## config.mk

```make
export PLATFORM = sky130hd
export DESIGN_NAME = lfgia_ctrl
export DESIGN_NICKNAME = d
export VERILOG_FILES = /design/src/hdl/lfgia_pkg.sv /design/src/hdl/lfgia_ctrl.sv
export SDC_FILE = /design/constraint.sdc
export NUM_CORES = 1
export LEC_CHECK = 0
export BUFFER_PORTS_ARGS = -buffer_cell sky130_fd_sc_hd__clkbuf_2
export CAP_MARGIN = 10
export CORE_MARGIN = 1.5
export CORE_UTILIZATION = 35
export CTS_CLUSTER_DIAMETER = 150
export DETAILED_ROUTE_END_ITERATION = 12
export GPL_TIMING_DRIVEN = 0
export PLACE_DENSITY = 0.67
export SETUP_SLACK_MARGIN = 0.3
export SYNTH_ARGS = -nofsm -noshare
export SYNTH_HDL_FRONTEND = slang
export SYNTH_SLANG_ARGS = --single-unit
```

## constraint.sdc

```tcl
create_clock -name clk -period 6.9 [get_ports clk]
set_clock_uncertainty 0.15 [all_clocks]
set_input_delay 2.07 -clock clk [delete_from_list [all_inputs] [get_ports clk]]
set_output_delay 2.07 -clock clk [all_outputs]
set_load 0.05 [all_outputs]
```

## src/hdl/lfgia_pkg.sv

```systemverilog
// Shared types, constants and codes of the lowest-free-gate interval allocator.
package lfgia_pkg;

    localparam int MAX_GATES  = 256;
    localparam int GATE_IDX_W = $clog2(MAX_GATES);
    localparam int STEP_W     = $clog2(MAX_GATES + 2);
    localparam int CFG_W      = 9;
    localparam int TIME_W     = 32;
    localparam int USE_W      = 20;
    localparam int SUM_W      = USE_W + GATE_IDX_W;
    localparam int TOT_W      = SUM_W + 1;
    localparam int BEST_W     = 21;

    localparam logic [USE_W-1:0]  USE_MAX       = {USE_W{1'b1}};
    localparam logic [BEST_W-1:0] BEST_MAX      = {BEST_W{1'b1}};
    localparam logic [CFG_W-1:0]  GATE_CNT_RST  = CFG_W'(MAX_GATES);

    localparam logic [1:0] CMD_REQ_A  = 2'd0;
    localparam logic [1:0] CMD_REQ_B  = 2'd1;
    localparam logic [1:0] CMD_FINISH = 2'd2;

    typedef struct packed {
        logic [1:0]        cmd;
        logic [TIME_W-1:0] arrival;
        logic [TIME_W-1:0] departure;
    } req_t;

    typedef struct packed {
        logic              placed;
        logic [CFG_W-1:0]  gate;
        logic [BEST_W-1:0] best_total;
    } rsp_t;

    typedef struct packed {
        logic              load;
        logic              enc;
        logic              upd;
        logic              clr;
        logic              sum_rd;
        logic              sum_acc;
        logic              best_init;
        logic              spl_rd;
        logic              spl_acc;
        logic              spl_cmp;
        logic [STEP_W-1:0] step;
    } ctl_cmd_t;

    typedef struct packed {
        logic [CFG_W-1:0] n;
    } dp_stat_t;

endpackage

```

## src/hdl/lfgia_ctrl.sv

```systemverilog
// Controller: clearing pass, request sequencing and the finish walk over the gates.
module lfgia_ctrl (
    input  logic                 clk,
    input  logic                 rst_n,
    input  logic                 start,
    input  logic [1:0]           cmd,
    input  lfgia_pkg::dp_stat_t  stat,
    output lfgia_pkg::ctl_cmd_t  ctl,
    output logic                 busy,
    output logic                 done
);

    typedef enum logic [3:0] {
        ST_CLEAR,
        ST_IDLE,
        ST_ENC,
        ST_UPDATE,
        ST_SUM_RD,
        ST_SUM_ACC,
        ST_SPL_RD,
        ST_SPL_ACC,
        ST_SPL_CMP,
        ST_FIN_DONE
    } state_t;

    state_t                       state_reg;
    state_t                       state_next;
    logic [lfgia_pkg::STEP_W-1:0] step_reg;
    logic [lfgia_pkg::STEP_W-1:0] step_next;
    logic                         busy_reg;
    logic                         done_reg;
    logic                         accept;
    logic [lfgia_pkg::STEP_W-1:0] n_step;

    assign accept = start && !busy_reg;
    assign n_step = lfgia_pkg::STEP_W'(stat.n);

    always_comb
    begin
        state_next = state_reg;
        step_next  = step_reg;
        ctl        = '0;
        ctl.step   = step_reg;
        case (state_reg)
            ST_CLEAR:
            begin
                ctl.clr = 1'b1;
                if (step_reg == lfgia_pkg::STEP_W'(lfgia_pkg::MAX_GATES - 1))
                begin
                    state_next = ST_IDLE;
                    step_next  = '0;
                end
                else
                begin
                    step_next = step_reg + lfgia_pkg::STEP_W'(1);
                end
            end
            ST_IDLE, ST_UPDATE:
            begin
                ctl.upd    = (state_reg == ST_UPDATE);
                state_next = ST_IDLE;
                if (accept)
                begin
                    ctl.load = 1'b1;
                    case (cmd)
                        lfgia_pkg::CMD_REQ_A, lfgia_pkg::CMD_REQ_B:
                        begin
                            state_next = ST_ENC;
                        end
                        lfgia_pkg::CMD_FINISH:
                        begin
                            state_next = ST_SUM_RD;
                            step_next  = '0;
                        end
                        default:
                        begin
                            state_next = ST_FIN_DONE;
                        end
                    endcase
                end
            end
            ST_ENC:
            begin
                ctl.enc    = 1'b1;
                state_next = ST_UPDATE;
            end
            // First pass: total of class B over all effective gates.
            ST_SUM_RD:
            begin
                if (step_reg == n_step)
                begin
                    ctl.best_init = 1'b1;
                    step_next     = lfgia_pkg::STEP_W'(1);
                    state_next    = ST_SPL_RD;
                end
                else
                begin
                    ctl.sum_rd = 1'b1;
                    state_next = ST_SUM_ACC;
                end
            end
            ST_SUM_ACC:
            begin
                ctl.sum_acc = 1'b1;
                step_next   = step_reg + lfgia_pkg::STEP_W'(1);
                state_next  = ST_SUM_RD;
            end
            // Second pass: grow the class A prefix, shrink the class B prefix.
            ST_SPL_RD:
            begin
                if (step_reg > n_step)
                begin
                    state_next = ST_FIN_DONE;
                end
                else
                begin
                    ctl.spl_rd = 1'b1;
                    state_next = ST_SPL_ACC;
                end
            end
            ST_SPL_ACC:
            begin
                ctl.spl_acc = 1'b1;
                state_next  = ST_SPL_CMP;
            end
            ST_SPL_CMP:
            begin
                ctl.spl_cmp = 1'b1;
                step_next   = step_reg + lfgia_pkg::STEP_W'(1);
                state_next  = ST_SPL_RD;
            end
            ST_FIN_DONE:
            begin
                state_next = ST_IDLE;
            end
            default:
            begin
                state_next = ST_IDLE;
            end
        endcase
    end

    always_ff @(posedge clk or negedge rst_n)
    begin
        if (!rst_n)
        begin
            state_reg <= ST_CLEAR;
            step_reg  <= '0;
            busy_reg  <= 1'b1;
            done_reg  <= 1'b0;
        end
        else
        begin
            state_reg <= state_next;
            step_reg  <= step_next;
            busy_reg  <= !((state_next == ST_IDLE) || (state_next == ST_UPDATE));
            done_reg  <= (state_next == ST_UPDATE) || (state_next == ST_FIN_DONE);
        end
    end

    assign busy = busy_reg;
    assign done = done_reg;

endmodule

```

==> summary.txt, run 1 <==
status -> finished, final reports clean
share of the synthesized area in the top cell type -> 28.6%
element type at the critical path start -> input port
Rows -> 21
sequential fraction of the synthesis area -> 30.7%
setup TNS -> 0 ns
fin. max-slew vios -> 0
# port buffers -> 34
top_reg_cell synth -> dfrtp_1
synth-to-layout area growth -> 20.7%
WP data required -> 4.68 ns
worst hold path type -> register to register
Post-synth ARST share -> 100%
leakage power -> 0.000793 uW
crit end category -> primary output
CTS Sinks -> 15
max_cap viols -> 0
Worst-Margin Slew -> 0.431 ns
max reg flops -> 9
most common cell in the netlist -> inv_1
Post-synth EDFFs -> 0
period utilization -> 88.5%
initial core utilization -> 36.7%
critical-path cell list -> clkbuf_2 > inv_1 > ha_1 > nand4_1 > or3_1 > a221oi_2 > clkbuf_2
DRT Pass-1 Iters -> 4
clk buf depth -> 2
Synth area leaders -> dfrtp_1 (29%), ha_1 (12%), inv_1 (4.6%), a21oi_1 (4.1%), nor2_1 (4.0%)
Period minus WS final -> 6.10 ns
total number of yosys warnings -> 0
Die Y-Extent -> 62.2 um
CP Max Fanout -> 4
post-route ant nets -> 0
Syn Area/Cell -> 8.40 um^2
cell taking the most area after synthesis -> dfrtp_1
slew margin rel. -> 71.3%
Final Net Count -> 211
critical setup path kind -> input port to primary output
routability cong. -> 0.828
commonest cells in the netlist -> inv_1 (15), dfrtp_1 (14), nor2_1 (13), ha_1 (12), a21oi_1 (10)
ant diodes -> 0
GRT Total Usage -> 14.8%
RSZ-0062 raised after global routing -> false
Crit path top cell by count -> clkbuf_2
vias in the first global route -> 1044
CTS Buf Count -> 3
initial antenna violation count -> 0
die area -> 3870 um^2
CTS tree -> yes
Yosys reg bits -> 15
Post-CTS Hold Buffers -> 0
post-synthesis net count -> 172
Final Non-Filler Cells -> 230
via/cell ratio -> 5.01
unique cell type count in the Yosys netlist -> 42
via count -> 1153
Synth Cell Area -> 1230 um^2
detailed-route wire length -> 2800 um
largest stage delay on the critical path -> 0.46 ns
FMAX -> 164 MHz
Slowest-stage cell, CP -> or3_1
buffers inserted by post-CTS timing repair -> 0
cts repair resizes -> 0
area of the multi-input gates -> 758 um^2
largest net degree at the start of global routing -> 16
pwr/cell area -> 418 nW/um^2
placed insts -> 226
Final Setup Violations -> 0
Starting DRT DRC Count -> 21
core area -> 3340 um^2
IO Pins -> 35
htree depth -> 1
root buf cell -> clkbuf_4
Mapped Cells -> 146
DR WL/cell -> 12.2 um
dpl hpwl -> 2220 um
Die X -> 62.2 um
VDD IR max -> 222 uV
fill count -> 361
Worst-path clk slew -> 0.09 ns
Reg area -> 377 um^2
Design Power -> 619 uW
WP data arrival -> 3.88 ns
layout cells sized above 1 -> 26.1%
grt ovf -> 0
DR DRC count -> 0
first-pass GRT wire length -> 4610 um
worst-skew pair later-pin latency -> 0.29 ns
Hold Fails Final Rpt -> 0
-- metal layers --
layer / GRT usage [%] / vias to the layer above / wire length [um]
met2: 24.0 / 21 / 1310
li1: - / 592 / -
met5: 0 / - / 0
met4: 7.22 / 0 / 38
met1: 19.2 / 535 / 1350
met3: 2.36 / 5 / 101
-- worst max-delay path, delay by kind of cell --
family                   cells  cell delay [ns]
AO/OA/AOI/OAI                1             0.42
adder cells (fa/ha/maj)      1             0.30
buffers and inverters        3             0.45
AND/OR/NAND/NOR              2             0.64
-- path summary, 6_finish.rpt --
kind                                    startpoint                       to  slack, ns  depth (start not counted)
setup reg to reg           step_reg[0]$_DFFE_PN0P_  step_reg[7]$_DFFE_PN0P_       4.36                          9
hold reg to reg            step_reg[1]$_DFFE_PN0P_  step_reg[1]$_DFFE_PN0P_       0.44                          2
hold / removal             step_reg[1]$_DFFE_PN0P_  step_reg[1]$_DFFE_PN0P_       0.44                          2
setup / recovery                           stat[7]                  ctl[11]       0.80                          7
max in group asynchronous                    rst_n           busy$_DFF_PN1_       4.76                          1
min in group asynchronous                    rst_n   state_reg[2]$_DFF_PN0_       1.53                          1
-- report_power, final --
group	internal, uW	switching [uW]
combinational	142	279
sequential	116	27.7
clock	22.5	31.3
total	281	338
-- logic make-up after synthesis --
logic type,after synthesis,share of synthesized area (%)
compound gates,40,22.9
mux,1,0.918
fa+ha+maj,12,12.2
flops,15,30.7
buf+inv,21,7.45
xor+xnor,2,1.43
simple gates,55,24.4
-- placed cells by master (no fill, tap or decap), types with 2 or more instances in the layout --
cell type and n:
clkbuf_2 34, o21ai_0 4, inv_1 15, ha_1 12, a22o_1 5, nor2b_1 5
dfrtp_1 14, nand3b_1 2, o21a_1 2, a21oi_1 10, nor2_1 13, clkbuf_4 3
and2_1 2, o21ai_1 6, a211oi_1 3, nand3_1 4, nand2_1 8, and3_1 6
buf_2 4, nand2b_1 5, or3_1 3
-- layout make-up --
type	instances	area share, %
multi-input combinational	110	51.2
timing repair buffer	34	11.5
sequential	15	25.4
inverter	15	3.80
buffer	6	2.37
tap	46	3.89
clock buffer	4	1.78
-- stage by stage --
stage | instance area [um^2] | setup WS (ns) | hold WS (ns) | util (%)
CTS | 1480 | 0.757 | 0.437 | 44.4
global placement | 1450 | 0.761 | 0.419 | 43.6
global route | 1480 | 0.644 | 0.483 | 44.4
finish | 1480 | 0.796 | 0.438 | 44.4
detailed placement | 1450 | 0.780 | 0.423 | 43.6
floorplan | 1230 | 0.825 | 0.489 | -
Note: power is estimated with default switching activity, not from simulation.
==> inputs of run 2 (changes only) <==
BUFFER_PORTS_ARGS = default   (was -buffer_cell sky130_fd_sc_hd__clkbuf_2)
DONT_BUFFER_PORTS = 1   (was default)
PLACE_DENSITY = 0.6   (was 0.67)
clock period = 5.25 ns   (was 6.9 ns; I/O delays follow)
==> run 2 against run 1 <==
Compared with the run above:
- global-route usage up 0.75 points
- sequential share of layout area up 1.1 points
- worst setup slack worse by 0.46 ns
- combinational power up 9.5%
- cell count down 14%
- sequential power up 86%
- routed wire length up 4.2%
- register-to-register slack worse by 2.0 ns
- hold slack better by 0.15 ns
- critical path type unchanged
- highest routed layer unchanged
==> summary.txt, run 2 (synthesis gave the netlist of run 1 again) <==
initial core utilization -> 36.7% (unchanged)
post-route ant nets -> 0 (unchanged)
clock network fraction of design power -> 8.8% (about the same)
ant diodes -> 0 (unchanged)
clk buf depth -> 2 (unchanged)
Worst-path clk slew -> 0.09 ns (about the same)
commonest non-fill, non-tap cell in the layout -> dfrtp_1
Worst-Margin Slew -> 1.20 ns (+0.765 ns)
htree depth -> 1 (unchanged)
Placed Area -> 1310 um^2 (-9.7%)
placed insts -> 192 (-15%)
worst reg-to-reg path cell count -> 7 (-2)
cell area after layout -> 1420 um^2 (-4.1%)
Slowest-stage cell, CP -> a221oi_4
Reg power frac -> 33.5% (+10 points)
grt ovf -> 0 (unchanged)
Final Setup Violations -> 0 (unchanged)
detailed-route wire length -> 2910 um (+4.2%)
VDD IR max -> 172 uV (-22%)
Comb power frac -> 57.7% (-10 points)
worst hold path type -> register to register
Final Non-Filler Cells -> 197 (-14%)
synth-to-layout area growth -> 15.7%
RSZ-0062 raised after global routing -> true
largest net degree at the start of global routing -> 16 (unchanged)
setup TNS -> 0 ns (unchanged)
leakage power -> 0.000651 uW (-18%)
Post-CTS Hold Buffers -> 0 (unchanged)
Starting DRT DRC Count -> 42 (+100%)
critical setup path kind -> input port to primary output
dpl hpwl -> 2240 um (+0.95%)
WP buf/inv -> 1 (-2)
pwr/cell area -> 562 nW/um^2 (+34%)
WP data required -> 3.53 ns (-1.15 ns)
CP Max Fanout -> 4 (unchanged)
via count -> 1069 (-7.3%)
first-pass GRT wire length -> 4850 um (+5.2%)
Die Y-Extent -> 62.2 um (unchanged)
DR WL/cell -> 14.8 um (+22%)
reg-to-reg endpoint -> done$_DFF_PN0_
layout cells sized above 1 -> 19.9% (-6.2 points)
Design Power -> 798 uW (+29%)
cell family with most CP delay -> compound AO/OA/AOI/OAI gates
Hold Crit Depth -> 3 (+1)
DR DRC count -> 0 (unchanged)
reg-to-reg critical path startpoint -> step_reg[0]$_DFFE_PN0P_
R2R Setup Slk -> 2.38 ns (-1.98 ns)
largest stage delay on the critical path -> 0.70 ns (+0.24 ns)
vias in the first global route -> 1045 (+0.096%)
most frequent cells in the layout -> dfrtp_1 (14), nor2_1 (12), inv_1 (11)
element type at the critical path start -> input port
crit end category -> primary output
Die X -> 62.2 um (unchanged)
via/cell ratio -> 5.43 (+8.2%)
P_int -> 350 uW (+24%)
root buf cell -> clkbuf_4
Hold Fails Final Rpt -> 0 (unchanged)
WP data arrival -> 3.19 ns (-0.69 ns)
Final Net Count -> 178 (-16%)
slew margin rel. -> 19.6% (-52 points)
fin. max-slew vios -> 0 (unchanged)
initial antenna violation count -> 0 (unchanged)
routability cong. -> 0.831 (+0.43%)
met1 usage -> 19.5% (+0.25 points)
max_cap viols -> 0 (unchanged)
FMAX -> 204 MHz
Hold Path Sink -> state_reg[2]$_DFF_PN0_
max reg flops -> 9 (unchanged)
busiest grt layer -> met2
Period minus WS final -> 4.91 ns
Rows -> 21 (unchanged)
# port buffers -> 0 (-100%)
sw frac -> 56.2% (+1.6 points)
fill count -> 347 (-3.9%)
grt met2 use -> 26.1% (+2.0 points)
critical-path cell list -> inv_8 > ha_4 > nand4_1 > or3_4 > a221oi_4
Hold Path Origin -> state_reg[2]$_DFF_PN0_
met3 usage -> 3.08% (+0.72 points)
CTS Buf Count -> 3 (unchanged)
CTS Sinks -> 15 (unchanged)
worst-skew pair later-pin latency -> 0.29 ns (about the same)
period utilization -> 93.5%
IO Pins -> 35 (unchanged)
die area -> 3870 um^2 (unchanged)
DRT Pass-1 Iters -> 4 (unchanged)
CTS tree -> yes
status -> finished, final reports clean
GRT Total Usage -> 15.6% (+0.75 points)
core area -> 3340 um^2 (unchanged)
Psw -> 448 uW (+33%)
-- run 2: cell types whose count changed in the layout (fill, tap and decap cells not counted), sizes merged --
| cell | previous run | this run |
|---|---|---|
| buf | 6 | 7 |
| clkinv | 0 | 1 |
| clkbuf | 38 | 3 |
-- run 2: metal layers --
layer	up-vias	wire length [um]
met3	5	128
li1	532	-
met1	502	1350
met5	-	0
met4	0	46
met2	30	1390
-- run 2: what timing repair did --
item,in CTS,in global routing
setup endpoints to repair,2,1
setup buffers,1,0
gates resized for setup,3,12
pin swaps,3,7
-- run 2: power groups by stage --
stage | combinational [uW] | sequential [uW] | clock, uW
final | 461 | 268 | 69.8
after global routing | 511 | 274 | 78.7
after CTS | 458 | 266 | 71.6
after detailed placement | 453 | 269 | 0
after global placement | 433 | 268 | 0
after floorplan | 373 | 257 | 0
-- run 2: per-stage QoR --
step | util, % | hold slack, ns | setup WS [ns]
finish | 42.5 | 0.588 | 0.340
global route | 42.5 | 0.620 | 0.270
CTS | 40.7 | 0.593 | 0.313
detailed placement | 39.3 | 0.573 | 0.143
global placement | 38.8 | 0.565 | 0.155
floorplan | - | 0.489 | 0.330
-- run 2: worst max-delay path by stage --
stage	start	to	slack, ns	cells past startpoint
floorplan	stat[7]	ctl[12]	0.33	5
global placement	stat[7]	ctl[12]	0.16	5
detailed placement	stat[7]	ctl[12]	0.14	5
CTS	stat[7]	ctl[11]	0.31	5
global route	stat[7]	ctl[11]	0.27	5
finish	stat[7]	ctl[11]	0.34	5
-- run 2: final cells by class --
type	count	area (um^2)	share of cell area, %
Multi-Input combinational cell	110	848	59.8
Sequential cell	15	377	26.5
Inverter	15	66.3	4.67
Tap cell	46	57.6	4.06
Buffer	6	35.0	2.47
Clock buffer	3	22.5	1.59
Timing Repair Buffer	1	7.51	0.529
Clock inverter	1	5.00	0.353
-- run 2: worst reg2reg max path: stages, from the launching register on --
cell and delay (ns):
dfrtp_1 0.75, inv_1 0.10, ha_1 0.29, nand3_1 0.16
or3_4 0.40, nor2_2 0.49, a221oi_1 0.16, a211oi_1 0.27
==> inputs of run 3 (changes only) <==
PLACE_DENSITY = 0.58   (was 0.6)
clock period = 5.6 ns   (was 5.25 ns; I/O delays follow)
==> run 3 against run 2 <==
Compared with the run above:
- via count increased by 0.28%
- flip-flop and latch count unchanged
- hold slack improved by 0.022 ns
- clock-buffer cell count increased by 1
- clock power decreased by 5.7%
- sequential share of layout area increased by 1.4 points
- global-route usage increased by 0.44 points
- design area decreased by 5.1%
- die area unchanged
- combinational power decreased by 7.4%
- non-clock buffer count decreased by 1
- worst setup slack improved by 0.070 ns
- critical endpoint unchanged
- largest cell class unchanged
==> summary.txt, run 3 (synthesis gave the netlist of run 1 again) <==
CP Max Fanout -> 4 (unchanged)
buffers inserted by post-CTS timing repair -> 0 (-1)
critical-path cell list -> inv_1 > ha_1 > nand4_1 > or3_4 > a221oi_4
WP data arrival -> 3.36 ns (+0.17 ns)
Hold Path Sink -> step_reg[0]$_DFFE_PN0P_
DRT met1 WL -> 1300 um (-4.1%)
RSZ-0062 raised after global routing -> false
max_cap viols -> 0 (unchanged)
Final Net Count -> 177 (-0.56%)
GRT Total Usage -> 16.0% (+0.44 points)
reg-to-reg critical path startpoint -> step_reg[7]$_DFFE_PN0P_
DRT Pass-1 Iters -> 4 (unchanged)
Final Setup Violations -> 0 (unchanged)
die area -> 3870 um^2 (unchanged)
# port buffers -> 0 (unchanged)
leakage power -> 0.000649 uW (-0.35%)
crit end category -> primary output
Final Non-Filler Cells -> 196 (-0.51%)
via/cell ratio -> 5.47 (+0.79%)
Starting DRT DRC Count -> 33 (-21%)
CTS Sinks -> 15 (unchanged)
grt ovf -> 0 (unchanged)
first-pass GRT wire length -> 4950 um (+2.1%)
worst hold path type -> register to register
Hold Crit Depth -> 2 (-1)
detailed-route wire length -> 2880 um (-1.1%)
pwr/cell area -> 551 nW/um^2 (-2.0%)
max reg flops -> 9 (unchanged)
topmost layer with routed signal wires -> met4
critical setup path kind -> input port to primary output
post-route ant nets -> 0 (unchanged)
via count -> 1072 (+0.28%)
initial core utilization -> 36.7% (unchanged)
slew margin rel. -> 19.7% (+0.18 points)
Period minus WS final -> 5.19 ns
Slowest-stage cell, CP -> a221oi_4
period utilization -> 92.7%
VDD IR max -> 241 uV (+40%)
fill count -> 365 (+5.2%)
FMAX -> 193 MHz
largest net degree at the start of global routing -> 16 (unchanged)
commonest non-fill, non-tap cell in the layout -> inv_1
cell area after layout -> 1350 um^2 (-5.1%)
htree depth -> 1 (unchanged)
Hold Path Origin -> state_reg[1]$_DFF_PN0_
ant diodes -> 0 (unchanged)
layout cells sized above 1 -> 12.7% (-7.2 points)
vias in the first global route -> 1034 (-1.1%)
Placed Area -> 1300 um^2 (-0.86%)
placed insts -> 192 (unchanged)
Worst-Margin Slew -> 1.19 ns (-0.00272 ns)
R2R Setup Slk -> 2.75 ns (+0.37 ns)
initial antenna violation count -> 0 (unchanged)
setup TNS -> 0 ns (unchanged)
CTS Buf Count -> 3 (unchanged)
root buf cell -> clkbuf_4
core area -> 3340 um^2 (unchanged)
clk buf depth -> 2 (unchanged)
DR WL/cell -> 14.7 um (-0.56%)
Hold Fails Final Rpt -> 0 (unchanged)
WP data required -> 3.77 ns (+0.24 ns)
worst reg-to-reg path cell count -> 6 (-1)
routability cong. -> 0.827 (-0.47%)
Rows -> 21 (unchanged)
IO Pins -> 35 (unchanged)
Post-CTS Hold Buffers -> 0 (unchanged)
Worst-path clk slew -> 0.09 ns (about the same)
dpl hpwl -> 2220 um (-1.1%)
synth-to-layout area growth -> 9.80%
Die X -> 62.2 um (unchanged)
element type at the critical path start -> input port
met3 WL post-DR -> 127 um (-0.78%)
status -> finished, final reports clean
Die Y-Extent -> 62.2 um (unchanged)
WL met2 -> 1440 um (+3.6%)
fin. max-slew vios -> 0 (unchanged)
largest stage delay on the critical path -> 0.68 ns (-0.02 ns)
CTS tree -> yes
most frequent cells in the layout -> inv_1 (15), dfrtp_1 (14), nor2_1 (12), ha_1 (12), a21oi_1 (10)
reg-to-reg endpoint -> done$_DFF_PN0_
DR DRC count -> 0 (unchanged)
worst-skew pair later-pin latency -> 0.29 ns (about the same)
run 3: cell types whose count changed in the layout (fill, tap and decap cells not counted), sizes merged:
| cell | previous run | this run |
|---|---|---|
| buf | 7 | 6 |
| clkbuf | 3 | 4 |
| clkinv | 1 | 0 |
run 3: power breakdown:
part / switching, uW / internal, uW / leakage (uW)
combinational: 273 / 154 / 0.000437
clock: 38.1 / 27.7 / 0.0000150
sequential: 107 / 143 / 0.000198
run 3: critical path: cells and delay by family:
family | cells | cell delay [ns]
adders and majority gates | 1 | 0.30
buffers and inverters | 1 | 0.02
and+or+nand+nor | 2 | 0.67
AOI/OAI and AO/OA | 1 | 0.68
run 3: per-layer routing:
layer  vias to the layer above  track usage, %
li1                        528               -
met1                       523            19.8
met2                        19            26.8
met3                         2            4.17
met4                         0            5.83
met5                         -               0
run 3: layout make-up:
class	count	area (um^2)	area share, %
multi-input cells	110	795	59.0
flip-flops and latches	15	377	28.0
well taps	46	57.6	4.28
inverters	15	56.3	4.18
plain buffers	6	35.0	2.60
clock buffers	4	26.3	1.95
run 3: worst max-delay path by stage:
stage               startpoint  endpoint
global placement       stat[8]   ctl[11]
detailed placement     stat[7]   ctl[11]
finish                 stat[7]   ctl[11]
floorplan              stat[7]   ctl[11]
global route           stat[8]   ctl[11]
CTS                    stat[7]   ctl[12]
run 3: metrics by stage:
step,worst slack [ns],hold slack [ns],util [%],power [uW]
2_1_floorplan,0.305,0.489,-,588
3_3_place_gp,0.0962,0.557,38.5,659
3_5_place_dp,0.118,0.562,39.0,676
4_1_cts,0.308,0.586,40.1,748
5_1_grt,0.339,0.657,40.3,807
6_report,0.410,0.610,40.3,742
run 3: what timing repair did:
item | CTS | global route
pin swaps | 0 | 1
gates resized for setup | 1 | 2
endpoints found under the setup margin | 1 | 2
